### src/hw/rtl/assert_macros.svh
// Assertion macros shared by the dispatcher RTL.
// No dependencies; defining NO_ASSERTIONS compiles them away.
`ifndef ASSERT_MACROS_SVH
`define ASSERT_MACROS_SVH
`ifndef NO_ASSERTIONS
`define PTD_ASSERT(lbl, clk, rst_n, prop) \
	lbl: assert property (@(posedge clk) disable iff (!rst_n) (prop)) else $error("assertion failed");
`define PTD_ASSERT_NEVER(lbl, clk, rst_n, prop) \
	lbl: assert property (@(posedge clk) disable iff (!rst_n) !(prop)) else $error("forbidden condition");
`else
`define PTD_ASSERT(lbl, clk, rst_n, prop)
`define PTD_ASSERT_NEVER(lbl, clk, rst_n, prop)
`endif
`endif

### src/hw/rtl/ptd_pkg.sv
// Package for the periodic task dispatcher: sizes, command and status codes,
// payload structs and the controller/datapath interface structs. No dependencies.
package ptd_pkg;

	localparam int NUM_SLOTS   = 8;
	localparam int PERIOD_BITS = 16;
	localparam int TICK_W      = 32;
	localparam int CNT_W       = 4;
	localparam int FUNC_W      = 2;
	localparam int SLOT_W      = 3;
	localparam int PER_W       = 16;
	localparam int STATUS_W    = 2;
	localparam int STEP_W      = $clog2(TICK_W + 1);

	localparam logic [FUNC_W-1:0] FUNC_CREATE = 2'd0;
	localparam logic [FUNC_W-1:0] FUNC_DELETE = 2'd1;
	localparam logic [FUNC_W-1:0] FUNC_TICK   = 2'd2;

	localparam logic [STATUS_W-1:0] ST_OK      = 2'd0;
	localparam logic [STATUS_W-1:0] ST_INVALID = 2'd1;
	localparam logic [STATUS_W-1:0] ST_FULL    = 2'd2;
	localparam logic [STATUS_W-1:0] ST_NO_TASK = 2'd3;

	localparam logic [SLOT_W:0]  SLOT_LIMIT = (SLOT_W + 1)'(NUM_SLOTS);
	localparam logic [CNT_W-1:0] CNT_LIMIT  = CNT_W'(NUM_SLOTS);
	localparam logic [SLOT_W-1:0] SLOT_LAST = SLOT_W'(NUM_SLOTS - 1);

	typedef struct packed {
		logic [FUNC_W-1:0] func;
		logic [SLOT_W-1:0] slot;
		logic [PER_W-1:0]  period;
	} ptd_cmd_item_t;

	typedef struct packed {
		logic [STATUS_W-1:0] status;
		logic                due_valid;
		logic [SLOT_W-1:0]   due_slot;
		logic                last;
	} ptd_res_item_t;

	// controller to datapath
	typedef struct packed {
		logic load_item;
		logic exec_cmd;
		logic tick_inc;
		logic scan_next;
		logic div_start;
		logic pend_update;
		logic final_push;
	} ptd_ctl_t;

	// datapath to controller
	typedef struct packed {
		logic item_is_tick;
		logic tick_zero;
		logic slot_occ;
		logic scan_last;
		logic div_busy;
		logic rem_zero;
		logic pend_valid;
		logic out_free;
	} ptd_sts_t;

endpackage

### src/hw/rtl/ptd_rem.sv
// Bit-serial remainder unit: tick count modulo task period, restoring form,
// one dividend bit per cycle. Depends on ptd_pkg.
module ptd_rem (
	input  logic                           clk,
	input  logic                           arst_n,
	input  logic                           start,
	input  logic [ptd_pkg::TICK_W-1:0]      dividend,
	input  logic [ptd_pkg::PERIOD_BITS-1:0] divisor,
	output logic                           busy,
	output logic [ptd_pkg::PERIOD_BITS-1:0] rem
);
	import ptd_pkg::*;

	logic [STEP_W-1:0]      steps_q;
	logic [TICK_W-1:0]      dvd_q;
	logic [PERIOD_BITS-1:0] dsr_q;
	logic [PERIOD_BITS-1:0] rem_q;
	logic [PERIOD_BITS:0]   trial;
	logic [PERIOD_BITS:0]   diff;
	logic [PERIOD_BITS-1:0] rem_nxt;

	always_comb begin
		trial = {rem_q, dvd_q[TICK_W-1]};
		diff  = trial - {1'b0, dsr_q};
		if (trial >= {1'b0, dsr_q}) begin
			rem_nxt = diff[PERIOD_BITS-1:0];
		end else begin
			rem_nxt = trial[PERIOD_BITS-1:0];
		end
	end

	always_ff @(posedge clk or negedge arst_n) begin
		if (!arst_n) begin
			steps_q <= '0;
		end else if (start) begin
			steps_q <= STEP_W'(TICK_W);
		end else if (steps_q != '0) begin
			steps_q <= steps_q - 1'b1;
		end
	end

	always_ff @(posedge clk) begin
		if (start) begin
			dvd_q <= dividend;
			dsr_q <= divisor;
			rem_q <= '0;
		end else if (steps_q != '0) begin
			dvd_q <= {dvd_q[TICK_W-2:0], 1'b0};
			rem_q <= rem_nxt;
		end
	end

	assign busy = (steps_q != '0);
	assign rem  = rem_q;

endmodule

### src/hw/rtl/ptd_dpath.sv
// Dispatcher datapath: period table, task count, tick counter, slot scan,
// remainder unit and result register. Depends on ptd_pkg, ptd_rem, assert_macros.svh.
`include "assert_macros.svh"
module ptd_dpath (
	input  logic                   clk,
	input  logic                   arst_n,
	input  ptd_pkg::ptd_cmd_item_t cmd,
	input  ptd_pkg::ptd_ctl_t      ctl,
	output ptd_pkg::ptd_sts_t      sts,
	input  logic                   res_ready,
	output logic                   res_valid,
	output ptd_pkg::ptd_res_item_t res
);
	import ptd_pkg::*;

	ptd_cmd_item_t          item_q;
	logic [PERIOD_BITS-1:0] period_tbl_q [NUM_SLOTS];
	logic [CNT_W-1:0]       count_q;
	logic [TICK_W-1:0]      tick_q;
	logic [SLOT_W-1:0]      scan_idx_q;
	logic                   pend_valid_q;
	logic [SLOT_W-1:0]      pend_slot_q;
	logic                   out_valid_q;
	ptd_res_item_t          out_q;

	logic [SLOT_W-1:0]      rd_idx;
	logic [PERIOD_BITS-1:0] rd_period;
	logic                   slot_in_range;
	logic                   create_ok;
	logic                   delete_ok;
	logic [STATUS_W-1:0]    cmd_status;
	logic                   div_busy;
	logic [PERIOD_BITS-1:0] rem;
	logic                   out_free;
	logic                   push;
	ptd_res_item_t          push_res;

	assign rd_idx        = (item_q.func == FUNC_TICK) ? scan_idx_q : item_q.slot;
	assign rd_period     = period_tbl_q[rd_idx];
	assign slot_in_range = ({1'b0, item_q.slot} < SLOT_LIMIT);
	assign create_ok     = (item_q.period != '0) && (item_q.slot != '0) && slot_in_range
		&& (count_q < CNT_LIMIT);
	assign delete_ok     = slot_in_range && (count_q != '0) && (rd_period != '0);
	assign out_free      = !out_valid_q || res_ready;

	always_comb begin
		case (item_q.func)
			FUNC_CREATE: begin
				if ((item_q.period == '0) || (item_q.slot == '0) || !slot_in_range) begin
					cmd_status = ST_INVALID;
				end else if (count_q >= CNT_LIMIT) begin
					cmd_status = ST_FULL;
				end else begin
					cmd_status = ST_OK;
				end
			end
			FUNC_DELETE: cmd_status = delete_ok ? ST_OK : ST_NO_TASK;
			default:     cmd_status = ST_INVALID;
		endcase
	end

	always_comb begin
		push     = 1'b0;
		push_res = '{status: ST_OK, due_valid: 1'b0, due_slot: '0, last: 1'b1};
		if (ctl.exec_cmd) begin
			push            = 1'b1;
			push_res.status = cmd_status;
		end else if (ctl.pend_update && (rem == '0) && pend_valid_q) begin
			push               = 1'b1;
			push_res.due_valid = 1'b1;
			push_res.due_slot  = pend_slot_q;
			push_res.last      = 1'b0;
		end else if (ctl.final_push) begin
			push = 1'b1;
			if (pend_valid_q) begin
				push_res.due_valid = 1'b1;
				push_res.due_slot  = pend_slot_q;
			end
		end
	end

	ptd_rem u_rem (
		.clk      (clk),
		.arst_n   (arst_n),
		.start    (ctl.div_start),
		.dividend (tick_q),
		.divisor  (rd_period),
		.busy     (div_busy),
		.rem      (rem)
	);

	always_ff @(posedge clk) begin
		if (ctl.load_item) begin
			item_q <= cmd;
		end
		if (push) begin
			out_q <= push_res;
		end
	end

	always_ff @(posedge clk or negedge arst_n) begin
		if (!arst_n) begin
			for (int i = 0; i < NUM_SLOTS; i++) begin
				period_tbl_q[i] <= '0;
			end
			count_q      <= '0;
			tick_q       <= '0;
			scan_idx_q   <= SLOT_W'(1);
			pend_valid_q <= 1'b0;
			pend_slot_q  <= '0;
			out_valid_q  <= 1'b0;
		end else begin
			if (ctl.exec_cmd) begin
				if (item_q.func == FUNC_CREATE && create_ok) begin
					period_tbl_q[item_q.slot] <= item_q.period[PERIOD_BITS-1:0];
					count_q <= count_q + 1'b1;
				end else if (item_q.func == FUNC_DELETE && delete_ok) begin
					period_tbl_q[item_q.slot] <= '0;
					count_q <= count_q - 1'b1;
				end
			end
			if (ctl.tick_inc) begin
				tick_q       <= tick_q + 1'b1;
				scan_idx_q   <= SLOT_W'(1);
				pend_valid_q <= 1'b0;
			end else if (ctl.scan_next) begin
				scan_idx_q <= scan_idx_q + 1'b1;
			end
			if (ctl.pend_update && (rem == '0)) begin
				pend_valid_q <= 1'b1;
				pend_slot_q  <= scan_idx_q;
			end
			if (push) begin
				out_valid_q <= 1'b1;
			end else if (res_ready) begin
				out_valid_q <= 1'b0;
			end
		end
	end

	assign sts.item_is_tick = (item_q.func == FUNC_TICK);
	assign sts.tick_zero    = (tick_q == '0);
	assign sts.slot_occ     = (rd_period != '0);
	assign sts.scan_last    = (scan_idx_q == SLOT_LAST);
	assign sts.div_busy     = div_busy;
	assign sts.rem_zero     = (rem == '0);
	assign sts.pend_valid   = pend_valid_q;
	assign sts.out_free     = out_free;

	assign res_valid = out_valid_q;
	assign res       = out_q;

	`PTD_ASSERT(a_count_bound, clk, arst_n, count_q <= CNT_LIMIT)
	`PTD_ASSERT(a_slot0_empty, clk, arst_n, period_tbl_q[0] == '0)
	`PTD_ASSERT(a_push_free, clk, arst_n, push |-> out_free)
	`PTD_ASSERT_NEVER(a_scan_idx_zero, clk, arst_n, scan_idx_q == '0)

endmodule

### src/hw/rtl/ptd_ctrl.sv
// Dispatcher controller: sequences command execution and the per-slot tick scan.
// Depends on ptd_pkg.
module ptd_ctrl (
	input  logic              clk,
	input  logic              arst_n,
	input  logic              cmd_valid,
	output logic              cmd_ready,
	input  ptd_pkg::ptd_sts_t sts,
	output ptd_pkg::ptd_ctl_t ctl
);
	import ptd_pkg::*;

	localparam logic [3:0] S_IDLE   = 4'd0;
	localparam logic [3:0] S_DECODE = 4'd1;
	localparam logic [3:0] S_CMD    = 4'd2;
	localparam logic [3:0] S_TINC   = 4'd3;
	localparam logic [3:0] S_SCAN   = 4'd4;
	localparam logic [3:0] S_DIV    = 4'd5;
	localparam logic [3:0] S_CHECK  = 4'd6;
	localparam logic [3:0] S_NEXT   = 4'd7;
	localparam logic [3:0] S_FIN    = 4'd8;

	logic [3:0] state_q;
	logic [3:0] state_nxt;

	always_comb begin
		state_nxt = state_q;
		ctl       = '0;
		unique case (state_q)
			S_IDLE: begin
				if (cmd_valid) begin
					ctl.load_item = 1'b1;
					state_nxt     = S_DECODE;
				end
			end
			S_DECODE: state_nxt = sts.item_is_tick ? S_TINC : S_CMD;
			S_CMD: begin
				if (sts.out_free) begin
					ctl.exec_cmd = 1'b1;
					state_nxt    = S_IDLE;
				end
			end
			S_TINC: begin
				ctl.tick_inc = 1'b1;
				state_nxt    = S_SCAN;
			end
			S_SCAN: begin
				if (sts.tick_zero || !sts.slot_occ) begin
					state_nxt = S_NEXT;
				end else begin
					ctl.div_start = 1'b1;
					state_nxt     = S_DIV;
				end
			end
			S_DIV: begin
				if (!sts.div_busy) begin
					state_nxt = S_CHECK;
				end
			end
			S_CHECK: begin
				if (!(sts.rem_zero && sts.pend_valid && !sts.out_free)) begin
					ctl.pend_update = 1'b1;
					state_nxt       = S_NEXT;
				end
			end
			S_NEXT: begin
				if (sts.scan_last) begin
					state_nxt = S_FIN;
				end else begin
					ctl.scan_next = 1'b1;
					state_nxt     = S_SCAN;
				end
			end
			S_FIN: begin
				if (sts.out_free) begin
					ctl.final_push = 1'b1;
					state_nxt      = S_IDLE;
				end
			end
			default: state_nxt = S_IDLE;
		endcase
	end

	always_ff @(posedge clk or negedge arst_n) begin
		if (!arst_n) begin
			state_q <= S_IDLE;
		end else begin
			state_q <= state_nxt;
		end
	end

	assign cmd_ready = (state_q == S_IDLE);

endmodule

### src/hw/rtl/periodic_task_dispatcher_unit.sv
// Periodic task dispatcher top level. Depends on ptd_pkg, ptd_ctrl, ptd_dpath.
// Create, delete, unknown commands: decode, then execute once the output register is free.
// Tick: increment, scan slots 1 to 7; if the tick count is nonzero, occupied ones run the
// 32-step serial remainder unit; one item at a time, next one taken on return to idle.
// A result waits in the output register while the next transaction is accepted.
// Asynchronous active-low reset empties every slot and clears the task and tick counters.
module periodic_task_dispatcher_unit (
	input  logic                   clk,
	input  logic                   arst_n,
	input  logic                   cmd_valid,
	output logic                   cmd_ready,
	input  ptd_pkg::ptd_cmd_item_t cmd,
	output logic                   res_valid,
	input  logic                   res_ready,
	output ptd_pkg::ptd_res_item_t res
);
	import ptd_pkg::*;

	ptd_ctl_t ctl;
	ptd_sts_t sts;

	ptd_ctrl u_ctrl (
		.clk       (clk),
		.arst_n    (arst_n),
		.cmd_valid (cmd_valid),
		.cmd_ready (cmd_ready),
		.sts       (sts),
		.ctl       (ctl)
	);

	ptd_dpath u_dpath (
		.clk       (clk),
		.arst_n    (arst_n),
		.cmd       (cmd),
		.ctl       (ctl),
		.sts       (sts),
		.res_ready (res_ready),
		.res_valid (res_valid),
		.res       (res)
	);

endmodule
### config.mk
export PLATFORM = sky130hd
export DESIGN_NAME = periodic_task_dispatcher_unit
export DESIGN_NICKNAME = d
export VERILOG_FILES = /design/src/hw/rtl/ptd_pkg.sv /design/src/hw/rtl/ptd_rem.sv /design/src/hw/rtl/ptd_dpath.sv /design/src/hw/rtl/ptd_ctrl.sv /design/src/hw/rtl/periodic_task_dispatcher_unit.sv
export VERILOG_INCLUDE_DIRS = /design/src /design/src/hw/rtl
export SDC_FILE = /design/constraint.sdc
export NUM_CORES = 1
export LEC_CHECK = 0
export ABC_AREA = 0
export BUFFER_PORTS_ARGS = -buffer_cell sky130_fd_sc_hd__buf_4
export CORE_ASPECT_RATIO = 0.6
export CORE_MARGIN = 4
export CORE_UTILIZATION = 55
export DETAILED_ROUTE_END_ITERATION = 10
export PLACE_DENSITY = 0.84
export SLEW_MARGIN = 20
export SYNTH_ARGS = -nofsm -noshare
export SYNTH_HDL_FRONTEND = slang
export SYNTH_SLANG_ARGS = --single-unit
### constraint.sdc
create_clock -name clk -period 6.3 [get_ports clk]
set_input_delay 1.26 -clock clk [delete_from_list [all_inputs] [get_ports clk]]
set_output_delay 1.26 -clock clk [all_outputs]
set_load 0.01 [all_outputs]
# Word-level counts from Yosys, hierarchy flattened

Cells that the tools add are included.

Register bits after elaboration: 274
Input bits: 25
Output and inout port bits: 9
Logic and storage cells: 145

$add $sub $neg: 6
Order comparisons: 6
Equal/unequal tests: 15
Mux-type cells: 53
Bitwise gates (word level): 4
Reductions and logical operators: 35

Operator list:

| cell                                                     | number |
|---|---|
| 2-to-1 mux 128 bit                                       | 2 |
| AND 128 bit                                              | 1 |
| bitwise mux 128 bit                                      | 1 |
| inverter 128 bit                                         | 1 |
| 2-to-1 mux 16 bit                                        | 4 |
| 2-to-1 mux 32 bit                                        | 2 |
| binary-select mux 16 bit (select 3 bit)                  | 1 |
| demux 16 bit (select 3 bit)                              | 1 |
| 2-to-1 mux 4 bit                                         | 10 |
| adder 32 x 1 -> 32 bit, second input constant            | 1 |
| logical NOT 16 bit                                       | 2 |
| logical NOT 32 bit                                       | 1 |
| one-hot mux 4 bit (8 select lines)                       | 1 |
| nonzero test 16 bit                                      | 2 |
| 2-to-1 mux 1 bit                                         | 21 |
| greater-or-equal comparator 17 x 16 -> 1 bit             | 1 |
| == test 4 x 3 -> 1 bit, second input constant            | 4 |
| subtractor 16 bit                                        | 1 |
| greater-or-equal comparator 4 bit, second input constant | 3 |
| 2-to-1 mux 6 bit                                         | 2 |
| logical AND 1 bit                                        | 10 |
| nonzero test 2 bit                                       | 5 |
| 2-to-1 mux 3 bit                                         | 3 |
| == test 4 x 2 -> 1 bit, second input constant            | 2 |
| other kinds (27)                                         | 37 |

# Longest topological paths before layout

Depth in word-level cells: 12
Depth in mapped cells: 14

# By module

From an unflattened synthesis, not the netlist that was laid out.

Cells, all modules: 1545
Area total of the unflattened synthesis: 14938.1 sq um

Modules (own cells, without submodules):

| module    | instances | cells an instance | area an instance (sq um) | seq. area each (sq um) |
|---|---|---|---|---|
| ptd_dpath | 1         | 1123              | 10538.9                  | 5146.2 |
| ptd_rem   | 1         | 375               | 4002.6                   | 1911.8 |
| ptd_ctrl  | 1         | 47                | 396.6                    | 100.1 |

# Worst setup path after synthesis

Ideal clock, no wire load.

Kind: flip-flop to flip-flop
From: reg u_dpath.item_q[20] (netlist bit)
To: reg u_dpath.u_rem.dvd_q[0] (enable)
Library setup time: 394 ps
Data arrival time: 3317 ps
Data required time: 5906 ps
Setup slack: 2589 ps
Cell stages (with the launch flop): 14
Cells stage by stage: edfxtp_1 nand2b_4 mux2i_2 buf_6 buf_6 mux2i_1 mux2_2 nor4_1 and4_1 buf_6 nor4b_4 buf_6 buf_6 nand2b_1

Word-level cells in the longest chain between the ends: 12

RTL lines:

| element                                              | line             | source |
|---|---|---|
| start, declared                                      | ptd_dpath.sv:16  | `ptd_cmd_item_t item_q;` |
| start signal, assigned                               | ptd_dpath.sv:94  | `item_q <= cmd;` |
| == test 2 bit                                        | ptd_dpath.sv:38  | `assign rd_idx = (item_q.func == FUNC_TICK) ? scan_idx_q : item_q.slot;` |
| 2-to-1 mux 3 bit                                     | ptd_dpath.sv:38  |  |
| inverter 3 -> 4 bit (not written as such)            | ptd_dpath.sv:39  | `assign rd_period = period_tbl_q[rd_idx];` |
| binary-select mux 16 bit (select 3 bit)              | ptd_dpath.sv:39  |  |
| 2-to-1 mux 16 bit (not written as such) (2 in a row) | ptd_dpath.sv:39  |  |
| via u_dpath.rd_period[4]                             | ptd_dpath.sv:27  | `logic [PERIOD_BITS-1:0] rd_period;` |
| nonzero test 16 bit                                  | ptd_dpath.sv:143 | `assign sts.slot_occ = (rd_period != '0);` |
| logical NOT 1 bit                                    | ptd_ctrl.sv:48   | `if (sts.tick_zero \|\| !sts.slot_occ) begin` |
| logical OR 1 bit                                     | ptd_ctrl.sv:48   |  |
| 2-to-1 mux 1 bit                                     | ptd_ctrl.sv:48   |  |
| 2-to-1 mux 1 bit                                     | ptd_ctrl.sv:29   | `unique case (state_q)` |
| nonzero test 2 bit (no line)                         | --               |  |
| end signal, assigned                                 | ptd_rem.sv:44    | `dvd_q <= dividend;` |
| end signal, assigned                                 | ptd_rem.sv:48    | `dvd_q <= {dvd_q[TICK_W-2:0], 1'b0};` |
| end, declared                                        | ptd_rem.sv:15    | `logic [TICK_W-1:0] dvd_q;` |

The timed path passes the listed nets, and every way through them passes these cells. The select of a mux whose other input is x is not followed.
A chain may end at the register's enable or synchronous reset.

# Worst setup path in the final report

From: reg u_dpath.item_q[20] (netlist bit)
To: reg u_dpath.period_tbl_q[57] (netlist bit)

Word-level cells in the longest chain between the ends: 11
Elaborated cells on any way between the ends: 15
Classes of those cells: 2 x eq/ne; 5 x mux; 1 x bitwise; 7 x reduce/logical

RTL lines:

| element                                              | line             | source |
|---|---|---|
| == test 2 bit                                        | ptd_dpath.sv:38  |  |
| 2-to-1 mux 3 bit                                     | ptd_dpath.sv:38  |  |
| inverter 3 -> 4 bit (not written as such)            | ptd_dpath.sv:39  |  |
| binary-select mux 16 bit (select 3 bit)              | ptd_dpath.sv:39  |  |
| 2-to-1 mux 16 bit (not written as such) (2 in a row) | ptd_dpath.sv:39  |  |
| via u_dpath.rd_period[14]                            | ptd_dpath.sv:27  |  |
| nonzero test 16 bit                                  | ptd_dpath.sv:43  | `assign delete_ok = slot_in_range && (count_q != '0) && (rd_period != '0);` |
| logical AND 1 bit                                    | ptd_dpath.sv:43  |  |
| logical AND 1 bit                                    | ptd_dpath.sv:117 | `end else if (item_q.func == FUNC_DELETE && delete_ok) begin` |
| nonzero test 2 bit (no line)                         | --               |  |
| AND reduction 2 bit (no line)                        | --               |  |
| end signal, assigned by index                        | ptd_dpath.sv:115 | `period_tbl_q[item_q.slot] <= item_q.period[PERIOD_BITS-1:0];` |
| end, declared                                        | ptd_dpath.sv:17  | `logic [PERIOD_BITS-1:0] period_tbl_q [NUM_SLOTS];` |

The timed path passes the listed nets, and every way through them passes these cells. The select of a mux whose other input is x is not followed.

==> flow_summary.ini <==
[routing]
drc = 0
final_antenna_net_count = 0
vias = 10300
totalWireLength_um = 32300
drt_iter0_drc = 1104
detail_route.vias_per_cell = 6.30
wl_per_cell_um = 19.8
drt_pass1_iterations = 6

[timing]
finalHoldViolCount = 0
final.setup.tns_ns = 0
fmax_mhz = 196
drv_slew = 0
worst_pin_slew_ns = 0.990
clock_skew_ns = 0.0347
fin_ws_ns = 1.20
fin_crit_sh = 0.810
setup_violations = 0
slew_headroom = 0.326
min_period_ns = 5.10
rsz0062_at_grt = no

[run_status]
status = finished, final reports clean

[global_routing]
antenna_found_initial = 0
overflow = 0
grt_usage = 0.237
grt_pass1_vias = 9765
grt_max_degree = 95
grt_pass1_wl_um = 52900

[clock_tree]
cts_tree = done
cts_setup_buffers = 0
clock-sinks = 274
htree_num_levels = 1
clkTransAtPathRegs_ns = 0.07
clockBufferDepth = 3
ctsHoldBuffers = 0
insertion_delay_ns = 0.57
cts_resized = 0
cts-root-buf = clkbuf_16
cts-buffers-inserted = 26

[critical_path]
crit_required_ns = 6.66
worstPathArrival_ns = 5.46
startpoint = u_dpath.item_q[20]
crit_buf_inv = 2
critPathMaxFanout = 94
cp-start-kind = register
cpPeakStageDelay_ns = 0.86
path_delay_family = multiplexers
r2r-start = u_dpath.item_q[20]
worstSetupEndpointType = register
cpMostUsedCell = mux2i_1
crit_slowest_cell = o31ai_4
worstPathCellList = nand2b_4, mux2i_4, buf_12, mux2i_1, mux2i_1, mux2_2, nor4_1, and4_1, o31ai_4, buf_4, a31oi_1
path_class = reg -> reg

[die]
coreArea_um2 = 24300
start_util = 0.563
ios = 34
die_x_um = 212
num_rows = 44
die_area_um2 = 27600
dieHeight_um = 130

[place]
dp_slack_ns = 1.36
numPortBuffers = 33
placed_area_um2 = 14200
gp_congestion = 0.877
dpl.hpwl_um = 20900

[cells_and_area]
regArea_um2 = 7160
area_growth_pct = 9.79
diodes = 0
multi_input_area_um2 = 6060
utilization = 0.618
final_net_count = 1339
drive_gt1_frac = 0.131
fill_cells = 1877
final_area_um2 = 15000

[synth]
yosysWarnings = 0
synth_edf_count = 76
ys_seq_area_frac = 0.523
ys_types = 59
synth_area_um2 = 13700
synth_fp_nets = 1337
async_flop_share = 0.664
netlist_instances = 1287
synth-main-ff-cell = dfrtp_1
ys_seq_elements = 274
avgSynthCellArea_um2 = 10.6

[hold_path]
min-delay-start = u_dpath.period_tbl_q[123]
hold_class = reg -> reg

[pwr]
ir_drop_mv = 0.249
total_power_mw = 5.78
p_leak_nw = 6.51
powerDensity_nw_per_um2 = 384

[flow_run]
max-cap-violations = 0
-- layout make-up --
type / count / share of cell area
Timing Repair Buffer: 61 / 0.0324
Inverter: 29 / 0.00724
Multi-Input combinational cell: 897 / 0.403
Sequential cell: 274 / 0.476
Clock buffer: 41 / 0.0490
Tap cell: 322 / 0.0268
Clock inverter: 7 / 0.00599
-- cells in the mapped netlist (3+ instances only) --
cell type / count / area share
dfrtp_1: 181 / 0.33
xor2_1: 9 / 0.0058
or3_1: 3 / 0.0014
nor4b_1: 4 / 0.0026
mux2_2: 38 / 0.031
xnor2_1: 34 / 0.022
inv_1: 29 / 0.0079
and4_1: 3 / 0.0019
and2_1: 6 / 0.0027
dfxtp_1: 16 / 0.023
a311oi_1: 3 / 0.0019
nand2b_1: 15 / 0.0068
a31oi_1: 112 / 0.051
edfxtp_1: 76 / 0.17
mux2_4: 15 / 0.016
nor4_1: 20 / 0.0091
buf_4: 5 / 0.0027
nand4_1: 14 / 0.0064
nor2b_1: 13 / 0.0059
mux2i_1: 106 / 0.077
a21oi_1: 131 / 0.048
nor3_1: 26 / 0.0095
nor3b_1: 3 / 0.0016
buf_6: 10 / 0.0082
buf_2: 10 / 0.0037
a211oi_1: 14 / 0.0077
nand2_1: 152 / 0.042
nor2_1: 71 / 0.019
clkbuf_1: 60 / 0.016
a21o_1: 5 / 0.0027
and2b_1: 9 / 0.0049
nand3_1: 11 / 0.0040
ha_1: 23 / 0.021
o21ai_0: 14 / 0.0051
and3_1: 7 / 0.0032
-- power by group --
group | switching (mW) | leakage, nW | internal (mW)
Combinational | 0.945 | 2.72 | 0.809
Sequential | 0.264 | 3.39 | 2.22
Clock | 0.692 | 0.401 | 0.852
Total | 1.90 | 6.51 | 3.88
-- flip-flops by register name, indices dropped and copies added, names as in the netlist --
| name | cells |
|---|---|
| u_ctrl.state_q | 4 |
| u_dpath.count_q | 4 |
| u_dpath.item_q | 21 |
| u_dpath.pend_slot_q | 3 |
| u_dpath.pend_valid_q | 1 |
| u_dpath.period_tbl_q | 128 |
| u_dpath.res | 7 |
| u_dpath.res_valid | 1 |
| u_dpath.scan_idx_q | 3 |
| u_dpath.tick_q | 32 |
| u_dpath.u_rem.dsr_q | 16 |
| u_dpath.u_rem.dvd_q | 32 |
| u_dpath.u_rem.rem | 16 |
| u_dpath.u_rem.steps_q | 6 |
-- routing by layer --
layer	track usage	routed length, µm	vias up
li1	-	-	4694
met1	0.366	14800	5064
met2	0.343	14000	472
met3	0.0531	3000	51
met4	0.0575	593	0
met5	0	0	-
-- logic make-up (layout without fill, tap and decap cells) --
family | count (synthesis) | in the layout | share of synthesized area
and+or+nand+nor | 364 | 364 | 0.127
xor gates and xnor gates | 43 | 43 | 0.0275
DFF | 274 | 274 | 0.523
buffers and inverters | 116 | 138 | 0.0395
muxes | 161 | 161 | 0.127
adders and majority gates | 25 | 25 | 0.0239
AOI/OAI and AO/OA | 304 | 304 | 0.133
-- through the flow --
step                instances  hold slack [ns]
detailed placement       1583            0.477
floorplan                1287            0.457
CTS                      1631            0.494
finish                   1631            0.489
global route             1631            0.506
global placement         1583            0.471
-- worst register-to-register path: stages (launching register included) --
cell and delay, ns:
edfxtp_1 0.46, nand2b_4 0.17, mux2i_4 0.84, buf_12 0.34, mux2i_1 0.15, mux2i_1 0.23
mux2_2 0.24, nor4_1 0.09, and4_1 0.35, o31ai_4 0.86, buf_4 0.84, a31oi_1 0.31
-- final timing paths --
path	to	slack [ns]	cells past startpoint
min in group asynchronous	u_dpath.period_tbl_q[4]	0.77	1
worst max-delay path	u_dpath.period_tbl_q[57]	1.20	11
worst min-delay path	u_dpath.period_tbl_q[123]	0.49	1
worst max register to register	u_dpath.period_tbl_q[57]	1.20	11
max in group asynchronous	u_dpath.period_tbl_q[104]	4.26	2
worst min register to register	u_dpath.period_tbl_q[123]	0.49	1
-- placed cells by master (no fill, tap or decap), types with 6 or more instances in the layout --
cell | netlist | routed
inv_1 | 29 | 29
and2b_1 | 9 | 9
ha_1 | 23 | 23
a21oi_1 | 131 | 131
nor2_1 | 71 | 65
mux2_4 | 15 | 15
clkbuf_16 | 0 | 26
edfxtp_1 | 76 | 76
nor2b_1 | 13 | 13
nand2b_1 | 15 | 15
nor4_1 | 20 | 20
a31oi_1 | 112 | 112
buf_4 | 5 | 58
nor3_1 | 26 | 23
a211oi_1 | 14 | 14
nor2_2 | 0 | 6
nand3_1 | 11 | 11
clkbuf_1 | 60 | 12
nand2_1 | 152 | 152
and3_1 | 7 | 7
xnor2_1 | 34 | 34
mux2_2 | 38 | 38
nand4_1 | 14 | 14
dfrtp_1 | 181 | 181
xor2_1 | 9 | 9
mux2i_1 | 106 | 105
dfxtp_1 | 16 | 16
o21ai_0 | 14 | 14
No activity file was read; power rests on OpenSTA's default activity.
